[src/rtl/polyline_projection_arc_length_defines.svh]
// ----------------------------------------------------------------------------
// polyline projection arc length - assertion macros
// shared property forms for the block-level checks
// ----------------------------------------------------------------------------
`ifndef POLYLINE_PROJECTION_ARC_LENGTH_DEFINES_SVH
`define POLYLINE_PROJECTION_ARC_LENGTH_DEFINES_SVH

// same-cycle implication, disabled in reset
`define PPAL_ASSERT_IMPL(name, ante, cons, msg) \
    name: assert property (@(posedge i_clk) disable iff (!i_rst_n) (ante) |-> (cons)) \
        else $error(msg);

// next-cycle implication, disabled in reset
`define PPAL_ASSERT_NEXT(name, ante, cons, msg) \
    name: assert property (@(posedge i_clk) disable iff (!i_rst_n) (ante) |=> (cons)) \
        else $error(msg);

`endif

[src/rtl/ppal_pkg.sv]
// ----------------------------------------------------------------------------
// ppal_pkg
// types, widths and codes shared by the polyline projection block
// ----------------------------------------------------------------------------
package ppal_pkg;

    // path storage
    localparam int MAX_POINTS      = 1024;
    localparam int AW              = $clog2(MAX_POINTS);
    localparam int CW              = $clog2(MAX_POINTS + 1);

    // fixed point widths
    localparam int RATIO_FRAC_BITS = 16;
    localparam int COORD_W         = 32;
    localparam int DIFF_W          = COORD_W + 1;
    localparam int MAG_W           = COORD_W;
    localparam int PROD_W          = 2 * MAG_W;
    localparam int LEN_W           = PROD_W + 2;
    localparam int DOT_W           = PROD_W + 3;
    localparam int RATIO_W         = RATIO_FRAC_BITS + 1;
    localparam int EX_W            = DIFF_W + RATIO_W;
    localparam int EL              = (EX_W + 1) / 2;
    localparam int DIST_W          = 2 * EX_W;
    localparam int SL_W            = LEN_W / 2;
    localparam int ARC_W           = 32;
    localparam int RCNT_W          = $clog2(RATIO_FRAC_BITS);

    // item queue
    localparam int QDEPTH          = 4;
    localparam int QAW             = $clog2(QDEPTH);
    localparam int QCW             = $clog2(QDEPTH + 1);

    // multiply sequence steps
    localparam int STEP_W          = 4;
    localparam logic [STEP_W-1:0] ST_DXX  = 4'd0;
    localparam logic [STEP_W-1:0] ST_DYY  = 4'd1;
    localparam logic [STEP_W-1:0] ST_UXDX = 4'd2;
    localparam logic [STEP_W-1:0] ST_UYDY = 4'd3;
    localparam logic [STEP_W-1:0] ST_XHH  = 4'd4;
    localparam logic [STEP_W-1:0] ST_XHL  = 4'd5;
    localparam logic [STEP_W-1:0] ST_XLL  = 4'd6;
    localparam logic [STEP_W-1:0] ST_YHH  = 4'd7;
    localparam logic [STEP_W-1:0] ST_YHL  = 4'd8;
    localparam logic [STEP_W-1:0] ST_YLL  = 4'd9;

    // item kinds
    typedef enum logic [1:0] {
        K_CLEAR  = 2'd0,
        K_APPEND = 2'd1,
        K_QUERY  = 2'd2
    } t_kind;
    localparam logic [1:0] KIND_BAD = 2'd3;

    typedef struct packed {
        t_kind                     kind;
        logic signed [COORD_W-1:0] x;
        logic signed [COORD_W-1:0] y;
    } t_item;

    typedef struct packed {
        logic  valid;
        t_item item;
    } t_qhead;

    typedef enum logic [3:0] {
        S_IDLE, S_LOADA, S_LOADB, S_DIFF, S_MUL, S_RCHK, S_DIV,
        S_EXY, S_SQRT, S_ARC, S_UPD, S_DONE
    } t_state;

endpackage

[src/rtl/ppal_front.sv]
// ----------------------------------------------------------------------------
// ppal_front
// accepts input beats, drops unknown kinds, queues items for the back end
// ----------------------------------------------------------------------------
module ppal_front import ppal_pkg::*; (
    input  logic                      i_clk,
    input  logic                      i_rst_n,
    input  logic                      i_valid,
    output logic                      o_ready,
    input  logic [1:0]                i_kind,
    input  logic signed [COORD_W-1:0] i_x,
    input  logic signed [COORD_W-1:0] i_y,
    output t_qhead                    o_head,
    input  logic                      i_pop
);

    t_item            r_q [QDEPTH];
    logic [QAW-1:0]   r_wp, r_rp;
    logic [QCW-1:0]   r_cnt, n_cnt;
    logic             push;

    // classify: unknown kinds are taken and dropped
    assign o_ready = (r_cnt != QCW'(QDEPTH));
    assign push    = i_valid && o_ready && (i_kind != KIND_BAD);

    // occupancy
    always_comb begin
        n_cnt = r_cnt;
        if (push && !i_pop) begin
            n_cnt = r_cnt + 1'b1;
        end else if (!push && i_pop) begin
            n_cnt = r_cnt - 1'b1;
        end
    end

    // pointers and count
    always_ff @(posedge i_clk) begin
        if (!i_rst_n) begin
            r_wp  <= '0;
            r_rp  <= '0;
            r_cnt <= '0;
        end else begin
            r_cnt <= n_cnt;
            if (push) begin
                r_wp <= r_wp + 1'b1;
            end
            if (i_pop) begin
                r_rp <= r_rp + 1'b1;
            end
        end
    end

    // queue payload
    always_ff @(posedge i_clk) begin
        if (push) begin
            r_q[r_wp] <= '{kind: t_kind'(i_kind), x: i_x, y: i_y};
        end
    end

    // head of queue
    assign o_head.valid = (r_cnt != '0);
    assign o_head.item  = r_q[r_rp];

endmodule

[config.mk]
export PLATFORM = sky130hd
export DESIGN_NAME = ppal_front
export DESIGN_NICKNAME = d
export VERILOG_FILES = /design/src/rtl/polyline_projection_arc_length_defines.svh /design/src/rtl/ppal_pkg.sv /design/src/rtl/ppal_front.sv
export SDC_FILE = /design/constraint.sdc
export NUM_CORES = 1
export LEC_CHECK = 0
export BUFFER_PORTS_ARGS = -buffer_cell sky130_fd_sc_hd__buf_2
export CORE_ASPECT_RATIO = 1.75
export CORE_UTILIZATION = 30
export CTS_BUF_LIST = sky130_fd_sc_hd__clkbuf_8
export DETAILED_ROUTE_END_ITERATION = 10
export PLACE_DENSITY = 0.51
export RECOVER_POWER = 25
export SETUP_SLACK_MARGIN = 0.1
export SYNTH_ARGS = -nofsm -noshare
export SYNTH_HDL_FRONTEND = slang
export SYNTH_SLANG_ARGS = --single-unit
[constraint.sdc]
create_clock -name i_clk -period 3.65 [get_ports i_clk]
set_input_delay 0.1825 -clock i_clk [delete_from_list [all_inputs] [get_ports i_clk]]
set_output_delay 0.1825 -clock i_clk [all_outputs]
set_load 0.01 [all_outputs]
# Word level (Yosys, flattened, before mapping)
# Memory sizes are Yosys's and may differ from the RTL's. A register that Yosys moved wholly into a read port is not among the register bits.
# Index checks and enable logic that the tools add are counted.
op_classes:
  add_sub_neg: 4
  multipliers: 0
  div_mod_pow: 0
  n_lt_le_gt_ge: 0
  n_eq_ne: 2
  shift: 0
  n_mux: 6
  bitwise: 0
  reduce_logical: 8
ops:
  columns: ["cell", "count"]
  rows:
  - ["3-bit two-way mux", 2]
  - ["2-bit by 1-bit adder with 2-bit output (second input constant)", 2]
  - ["1-bit logical AND", 4]
  - ["2-bit two-way mux", 2]
  - ["3-bit by 1-bit adder with 3-bit output (second input constant)", 1]
  - ["3-bit != test (second input constant)", 1]
  - ["3-bit nonzero test", 1]
  - ["3-bit by 1-bit subtractor with 3-bit output (second input constant)", 1]
  - ["1-bit logical NOT", 2]
  - ["1-bit two-way mux", 2]
  - ["2-bit != test (second input constant)", 1]
  - ["2-bit nonzero test", 1]
word_totals:
  reg_bits: 7
  latch_bits: 0
  ramBits: 264
  rom_bits: 0
  output_inout_bits: 68
  memories: 1
mem_list:
  columns: ["name", "words", "width", "rd", "rd_ports_with_merged_regs", "wr", "line_no", "source"]
  rows:
  - ["r_q", 4, 66, 1, 1, 1, "ppal_front.sv:17", "t_item r_q [QDEPTH];"]

# Longest topological paths before layout
# Gate-level depths: netlist of run 1.
logic_depth:
  depth_word: 7
  depth_mapped: 8

# Worst setup path after synthesis of run 1
# No wires, ideal clock.
synth_path:
  path_type: "reg2reg"
  from: "register r_cnt[0]"
  to: "memory r_q[0][0] in the netlist's numbering, enable pin"
  setup_time_ps: 431
  arrival_ps: 2503
  required_ps: 3219
  slack_ps: 716
  stages_incl_launch_ff: 4
  path_buffers: 0
  path_cell_list: "dfxtp_1 nor2_1 a221oi_2 and2_1"
synth_via:
  elab_chain_cells: 5
synth_lines:
  columns: ["item", "line_no", "source"]
  rows:
  - ["from (decl)", "ppal_front.sv:19", "logic [QCW-1:0] r_cnt, n_cnt;"]
  - ["from (signal assigned)", "ppal_front.sv:43", "r_cnt <= n_cnt;"]
  - ["3-bit != test", "ppal_front.sv:23", "assign o_ready = (r_cnt != QCW'(QDEPTH));"]
  - ["1-bit logical AND (2 in a row)", "ppal_front.sv:24", "assign push = i_valid && o_ready && (i_kind != KIND_BAD);"]
  - ["named net push", "ppal_front.sv:20", "logic push;"]
  - ["1-bit two-way mux", "ppal_front.sv:55", "if (push) begin"]
  - ["1-bit two-way mux (implied by the code)", "ppal_front.sv:56", "r_q[r_wp] <= '{kind: t_kind'(i_kind), x: i_x, y: i_y};"]
  - ["to (decl)", "ppal_front.sv:17", null]
# The timed path passes the listed nets, and every way through them passes these cells.

==> flow_summary.ini, run 1 <==
[grt]
grt_pass1_wl_um = 31300
grt_pass1_vias = 5522
antenna_found_initial = 3
grt_max_degree = 67
gr-total-overflow = 0
grt_usage = 0.122

[yosys]
synth_edf_count = 264
synthCells = 393
synthMuxAreaShare = 0.152
synthArstFlopShare = 0
yosysSeqAreaShare = 0.812
syn-num-nets = 469
avgSynthCellArea_um2 = 25.4
yosysTopAreaCell = edfxtp_1
synthAdderAreaFrac = 0.00827
synth_commonest_cells = edfxtp_1, mux4_2, dfxtp_1
synthFlopType = edfxtp_1
yosys.area_share.simple = 0.00952
ys_ff_latch = 273
post-synth-top-count-cell = edfxtp_1
yosys-top-cells-area = edfxtp_1, mux4_2, dfxtp_1
synth-compound-area-share = 0.00276
yosysUniqueCellTypes = 21
synth_top_family_by_area = multiplexers
yosys.area_share.xor_xnor = 0.00351
yosysWarnings = 0
yosysTopAreaCellShare = 0.793
synth_area_um2 = 9990

[cts]
cts_max_level = 2
cts.sinks = 273
cts_made_buffers = 40
cts_root_buffer = clkbuf_8
clk_pin_slew_ns = 0.06
cts_tree = built
cts_buffer_depth = 3
insertion_delay_ns = 0.53

[sta]
layout_setup_ws_ns = 0.999
grt_setup_unrepaired = false
fin_hold_ws_ns = 0.0384
final_max_slew_viol_count = 0
fmax_mhz = 377
fin_crit_ns = 2.65
relSlewSlack = 0.291
hold_violations = 0
worst_pin_slew_ns = 1.06
period_share = 0.726
finalSetupViolations = 0
fin_tns_setup_ns = 0
skew_ns = 0.0130

[critical_path]
worstPathRequired_ns = 3.47
r2r-end = r_cnt[2]
critPathKind = register to output pin
cp-end-kind = output pin
start_kind = register
regToRegSetupSlack_ns = 1.04
critPathMaxFanout = 37
r2r_cells = 8
arrival_ns = 2.47
r2r_start = r_cnt[0]

[drt]
routed_via_density = 4.45
dr.pass1.iters = 4
drc_errors = 0
vias = 4729
drtIter0Drc = 244
wl_per_cell_um = 18.8
routed_wl_um = 20000
antenna_left = 0

[outcome]
status = complete, no violations

[power_and_ir_drop]
powerDensity_nw_per_um2 = 551
peakVddDrop_mv = 0.232
leakage_nw = 4.12

[placement]
globalplace.congestion = 0.704
pre_cts_ws_ns = 1.04
place_hpwl_um = 11900
portBuffers = 137

[finish]
area_growth_pct = 25.3
layout-drive-gt1-share = 0.344
fin_util = 0.380
num-nets-final = 702

[min_path]
min_from = i_pop
hold_path.class = input pin to register
hold_depth = 3

[die]
std_cell_rows = 88
die_h_um = 243
start_util = 0.303
ioPinCount = 138
core_area_um2 = 32900
die_area_um2 = 34100
die_w_um = 140

[job]
drv_cap = 0
-- flip-flops by register name, indices dropped and copies added (netlist names), named ones only --
register  cells
r_q         264
r_rp          2
r_cnt         3
r_wp          2
-- layout make-up --
cell class	instances	area, um^2
antenna	3	7.51
clock buffer	41	564
clock inverter	30	190
fill	3005	20400
inverter	5	18.8
multi-input combinational	100	1770
sequential	273	8120
tap	405	507
timing repair buffer	206	1350
-- cells by family (layout without fill, tap and decap cells) --
family | count (synthesis) | in the layout
simple gates | 18 | 18
other cells | 0 | 3
xor+xnor | 4 | 4
fa+ha+maj | 6 | 6
mux | 69 | 69
compound gates | 3 | 3
flops | 273 | 273
buf+inv | 20 | 282
-- stage by stage --
step	area (um^2)	power [W]	instances
floorplan	9990	0.00425	393
global placement	11100	0.00457	922
detailed placement	11100	0.00461	922
CTS	12600	0.00703	1060
global route	12500	0.00718	1063
finish	12500	0.00690	1063
-- layout by cell type (no fill, tap or decap) --
cell,n
edfxtp_1,264
buf_2,96
dlygate4sd3_1,67
mux4_2,66
clkbuf_8,41
clkbuf_1,41
inv_1,11
clkinv_1,11
clkinv_2,7
dfxtp_1,7
nand2_1,6
ha_1,5
and2_4,4
and2_1,4
diode_2,3
mux2i_1,3
clkinvlp_4,3
or3_1,2
xnor2_1,2
xor2_1,2
dfxtp_4,2
bufinv_16,2
buf_12,2
nor2_1,1
a221oi_2,1
nor2b_1,1
o21ai_0,1
a21boi_0,1
fa_1,1
inv_6,1
-- routing by layer --
metal | track usage | wire [um]
met5 | 0 | 0
met4 | 0.0507 | 543
met3 | 0.0283 | 1010
met2 | 0.229 | 11000
met1 | 0.131 | 7410
-- worst max path at each step --
stage                     startpoint    endpoint  slack (ns)  cells after the start
after CTS                   register  o_head[64]        0.85                      3
after global placement      r_cnt[0]    r_cnt[2]        1.25                      8
after floorplan             r_cnt[0]   r_q[0][0]        0.72                      3
final                       register  o_head[11]         1.0                      3
after global routing        register  o_head[64]        0.79                      3
after detailed placement    r_cnt[0]    r_cnt[2]        1.04                      8
-- power breakdown --
| part | total, W | switching (W) | internal, W | leakage (nW) |
|---|---|---|---|---|
| clock | 0.00234 | 0.00114 | 0.00120 | 0.405 |
| sequential | 0.00375 | 0.0000986 | 0.00365 | 2.48 |
| combinational | 0.000808 | 0.000415 | 0.000393 | 1.23 |
| total | 0.00690 | 0.00165 | 0.00524 | 4.12 |
-- worst max-delay path, stage by stage (launching register included) --
cell and delay [ns]:
dfxtp_4 0.76, buf_12 0.37, mux4_2 0.58, buf_2 0.16
-- what timing repair did --
| item | CTS | global route |
|---|---|---|
| resized for setup | 0 | 0 |
| hold buffers | 67 | 0 |
| buffers inserted | 0 | 0 |
| endpoints found under the hold margin | 273 | 0 |
Power figures use the tool's default switching activity.
==> run 2, diff against run 1 <==
ABC_AREA = 1   (was unset)
PLACE_DENSITY = 0.53   (was 0.51)
clock period = 2.2 ns   (was 3.65 ns; I/O delays follow)
==> flow_summary.ini, run 2 <==
[power_and_ir_drop]
powerDensity_nw_per_um2 = 841
leakage_nw = 4.72
peakVddDrop_mv = 0.514
finalPower_w = 0.0117

[cts]
cts.sinks = 273
insertion_delay_ns = 0.56
cts_root_buffer = clkbuf_8
cts_max_level = 2
clk_pin_slew_ns = 0.06
cts_buffer_depth = 3
cts_made_buffers = 42
cts_tree = built

[yosys]
post-synth-top-count-cell = edfxtp_1
synthCells = 704
yosys-top-cells-area = edfxtp_1, o21ai_0, o22ai_2
synth_edf_count = 264
synth_commonest_cells = edfxtp_1, o21ai_0, nor2_1
synthArstFlopShare = 0
yosysSeqAreaShare = 0.747
avgSynthCellArea_um2 = 15.4
yosysUniqueCellTypes = 24
syn-num-nets = 780
ys_ff_latch = 273
synth_area_um2 = 10900
yosysWarnings = 0
yosysTopAreaCell = edfxtp_1
synthFlopType = edfxtp_1
yosysTopAreaCellShare = 0.730

[critical_path]
critPathKind = register to output pin
max_stage_delay_ns = 0.46
r2r_cells = 13
cp-endpoint = o_head[61]
regToRegSetupSlack_ns = 0.36
path_buf_inv = 3
crit_family = buffers and inverters
worstPathRequired_ns = 2.09
cp-end-kind = output pin
cp_slowest_cell = dfxtp_4
r2r_start = r_cnt[1]
arrival_ns = 1.91
critPathMaxFanout = 21
start_kind = register
r2r-end = r_cnt[2]
worstSetupPathDepth = 5
path_cells = buf_4 > buf_12 > o21ai_0 > o22ai_1 > buf_2

[drt]
wl_per_cell_um = 17.8
drtIter0Drc = 274
antenna_left = 0
routed_via_density = 4.57
routed_wl_um = 25600
dr.pass1.iters = 4
drc_errors = 0
vias = 6585

[grt]
antenna_found_initial = 1
groute.layer.met2.usage = 0.264
groute.layer.met1.usage = 0.140
grt_pass1_wl_um = 37500
grt-busiest-layer = met2
grtUsageMet3 = 0.0232
grt_usage = 0.135
grt_max_degree = 54
grt_pass1_vias = 6706
gr-total-overflow = 0

[sta]
relSlewSlack = 0.741
skew_ns = 0.0167
final_max_slew_viol_count = 0
fin_crit_ns = 2.02
grt_setup_unrepaired = true
hold_violations = 0
finalSetupViolations = 0
fin_tns_setup_ns = 0
fmax_mhz = 494
worst_pin_slew_ns = 0.388
layout_setup_ws_ns = 0.178
period_share = 0.919

[finish]
reg.largest.list = r_q (264), r_cnt (3)
largest_reg_flops = 264
area_growth_pct = 27.8
largest_register = r_q
layout-drive-gt1-share = 0.293
finalNonFillerCells = 1442
mostFrequentLayoutCell = edfxtp_1
most-common-layout-cells = edfxtp_1, o21ai_0, buf_2
num-nets-final = 1020
fin_util = 0.392

[die]
start_util = 0.307
std_cell_rows = 91
die_area_um2 = 37000
ioPinCount = 138
die_h_um = 254
core_area_um2 = 35400
die_w_um = 146

[job]
drv_cap = 0

[min_path]
hold_path.class = input pin to register

[placement]
pre_cts_ws_ns = 0.339
place_hpwl_um = 14400
placed_cells = 1286
portBuffers = 137
globalplace.congestion = 0.692

[outcome]
status = complete, no violations
run 2: cell types whose count changed in the layout (fill, tap and decap cells not counted), sizes merged, moves of 3 or more:
| cell | change |
|---|---|
| nand3 | +5 |
| clkinv | -3 |
| nor2 | +140 |
| mux2i | -3 |
| and2 | -8 |
| buf | +28 |
| mux4 | -66 |
| o22ai | +66 |
| inv | +18 |
| a21oi | +6 |
| o21ai | +135 |
| clkbuf | +5 |
run 2: worst min-delay path by stage:
stage	cells after the start	start	endpoint	slack, ns
3_5_place_dp	1	i_x[1]	r_q[3][33]	0.33
5_1_grt	2	i_y[12]	r_q[1][12]	0.31
2_1_floorplan	0	i_y[0]	r_q[0][0]	0.21
4_1_cts	2	i_x[3]	r_q[2][35]	0.24
6_report	2	i_x[13]	r_q[3][45]	0.32
3_3_place_gp	1	i_x[6]	r_q[0][38]	0.32
run 2: layer usage:
metal | part of all wire | wire (um)
met1 | 0.38 | 9720
met2 | 0.56 | 14400
met3 | 0.031 | 795
met4 | 0.028 | 706
met5 | 0 | 0
run 2: metrics by stage:
| step | cell area [um^2] | hold slack (ns) |
|---|---|---|
| after floorplan | 10900 | 0.209 |
| after global placement | 12200 | 0.325 |
| after detailed placement | 12200 | 0.329 |
| after CTS | 13800 | 0.240 |
| after global routing | 13900 | 0.315 |
| final | 13900 | 0.323 |
run 2: cells by family after synthesis:
| kind of cell | after synthesis | synth area share |
|---|---|---|
| AO/OA/AOI/OAI | 208 | 0.128 |
| adder cells (fa/ha/maj) | 6 | 0.00761 |
| buffers and inverters | 62 | 0.0342 |
| flip-flops | 273 | 0.747 |
| AND/OR/NAND/NOR | 155 | 0.0834 |
run 2: repair_timing:
item / in CTS / in global routing
endpoints found under the setup margin: 66 / 19
resized for setup: 13 / 15
hold buffers: 69 / 0
endpoints found under the hold margin: 273 / 0
buffers inserted: 0 / 8
pin swaps: 0 / 1
gates cloned: 0 / 2
run 2: area by class of cell:
| class | count | area [um^2] |
|---|---|---|
| diodes | 1 | 2.50 |
| clock buffers | 44 | 606 |
| clock inverters | 32 | 203 |
| fillers | 3351 | 21500 |
| inverters | 20 | 101 |
| multi-input cells | 369 | 2440 |
| flip-flops and latches | 273 | 8120 |
| well taps | 465 | 582 |
| repair buffers | 238 | 1830 |
run 2: worst register-to-register path, stage by stage (launching register included):
cell	delay (ns)
dfxtp_1	0.36
inv_1	0.10
nand3_4	0.14
nand2_8	0.09
inv_1	0.09
ha_1	0.16
inv_1	0.07
fa_1	0.39
inv_1	0.07
nand2_1	0.06
nand3_1	0.08
nand2_1	0.05
inv_1	0.04
nor2_1	0.03
run 2: power by group:
group	internal, W	switching [W]	total (W)
Clock	0.00211	0.00195	0.00406
Sequential	0.00599	0.0000776	0.00607
Combinational	0.000600	0.000933	0.00153
==> run 3, diff against run 2 <==
ABC_AREA = unset   (was 1)
PLACE_DENSITY = 0.51   (was 0.53)
TNS_END_PERCENT = 20   (was unset)
clock period = 2.6 ns   (was 2.2 ns; I/O delays follow)
==> flow_summary.ini, run 3 (synthesis results as in run 1) <==
[drt]
drc_errors = 0
routed_wl_um = 20600
routed_via_density = 4.53
antenna_left = 0
dr.pass1.iters = 6
vias = 4885
drtIter0Drc = 151
wl_per_cell_um = 19.1

[die]
die_w_um = 140
die_h_um = 243
die_area_um2 = 34100
std_cell_rows = 88
core_area_um2 = 32900
ioPinCount = 138
start_util = 0.303

[job]
drv_cap = 0

[finish]
finalNonFillerCells = 1078
largest_register = r_q
num-nets-final = 719
layout-drive-gt1-share = 0.357
reg.largest.list = r_q (264), r_cnt (3)
mostFrequentLayoutCell = edfxtp_1
area_growth_pct = 27.5
largest_reg_flops = 264
fillers = 2989
most-common-layout-cells = edfxtp_1, buf_2, dlygate4sd3_1

[cts]
cts_max_level = 2
cts_tree = built
cts_made_buffers = 42
cts.sinks = 273
cts_root_buffer = clkbuf_8
ctsResizeCount = 0
insertion_delay_ns = 0.55
cts_buffer_depth = 3
clk_pin_slew_ns = 0.06

[critical_path]
start_kind = register
critPathKind = register to register
r2r_start = r_cnt[0]
worstPathRequired_ns = 3.05
regToRegSetupSlack_ns = 0.37
r2r_cells = 8
critPathMaxFanout = 4
cp-end-kind = register
critPathLaunch = r_cnt[0]
arrival_ns = 2.68
r2r-end = r_cnt[2]

[grt]
grt_pass1_wl_um = 31800
grt_usage = 0.126
grt_pass1_vias = 5570
gr-total-overflow = 0
antenna_found_initial = 1
grt_max_degree = 63

[sta]
fin_hold_ws_ns = 0.0867
grt_setup_unrepaired = false
worst_pin_slew_ns = 0.479
fin_crit_ns = 2.23
finalSetupViolations = 0
relSlewSlack = 0.681
skew_ns = 0.0285
period_share = 0.858
hold_violations = 0
fmax_mhz = 448
final_max_slew_viol_count = 0

[min_path]
hold_path.class = input pin to register
min_from = i_valid
hold_end = r_wp[1]
hold_depth = 5

[power_and_ir_drop]
peakVddDrop_mv = 0.516
powerDensity_nw_per_um2 = 771
leakage_nw = 4.24

[placement]
portBuffers = 137
globalplace.congestion = 0.696
placed_cells = 935
place_hpwl_um = 12600

[outcome]
status = complete, no violations
## run 3: area by class of cell
class | instances | area, um^2 | share of cell area
Sequential cell | 273 | 8120 | 0.637
Multi-Input combinational cell | 100 | 1770 | 0.139
Timing Repair Buffer | 221 | 1550 | 0.122
Clock buffer | 43 | 592 | 0.0464
Tap cell | 405 | 507 | 0.0398
Clock inverter | 30 | 189 | 0.0148
Inverter | 5 | 18.8 | 0.00147
Antenna cell | 1 | 2.50 | 0.000196
## run 3: worst max-delay path by stage
stage | endpoint | cells after the start
6_report | r_cnt[2] | 8
3_5_place_dp | r_cnt[2] | 8
2_1_floorplan | r_q[3][0] | 3
5_1_grt | r_cnt[2] | 8
3_3_place_gp | r_cnt[2] | 8
4_1_cts | r_cnt[2] | 8
## run 3: power breakdown
| group | leakage, nW | internal, W | switching [W] |
|---|---|---|---|
| clock | 0.428 | 0.00174 | 0.00162 |
| combinational | 1.33 | 0.000600 | 0.000655 |
| sequential | 2.48 | 0.00512 | 0.0000823 |
## run 3: what timing repair did
item | in CTS | in global routing
buffers inserted | 0 | 0
hold endpoints to repair | 273 | 0
hold buffers | 69 | 0
## run 3: per-layer routing
layer  share of wire  routed length, um  track usage  up-vias
met1            0.37               7520        0.132     2540
met3           0.037                754       0.0236       48
met5               0                  0            0        -
li1                -                  -            -     2174
met4           0.033                669       0.0621        0
met2            0.56              11600        0.239      123
## run 3: worst max-delay path, cell delays in order, from the launching register on
cell and delay, ns:
dfxtp_1 0.42, nor2_1 0.09, a221oi_2 0.27, ha_1 0.25, inv_1 0.07, fa_1 0.37, xor2_1 0.19, or3_1 0.30
a21boi_0 0.19
## run 3: metrics by stage
stage          area (um^2)   util  total power (W)  TNS [ns]  worst slack (ns)
3_3_place_gp         11300  0.344          0.00647         0             0.492
3_5_place_dp         11300  0.344          0.00652         0             0.388
6_report             12700  0.387          0.00982         0             0.370
4_1_cts              12800  0.388           0.0100         0             0.362
5_1_grt              12700  0.387           0.0103         0             0.261
2_1_floorplan         9990      -          0.00597    -66.11            -0.334
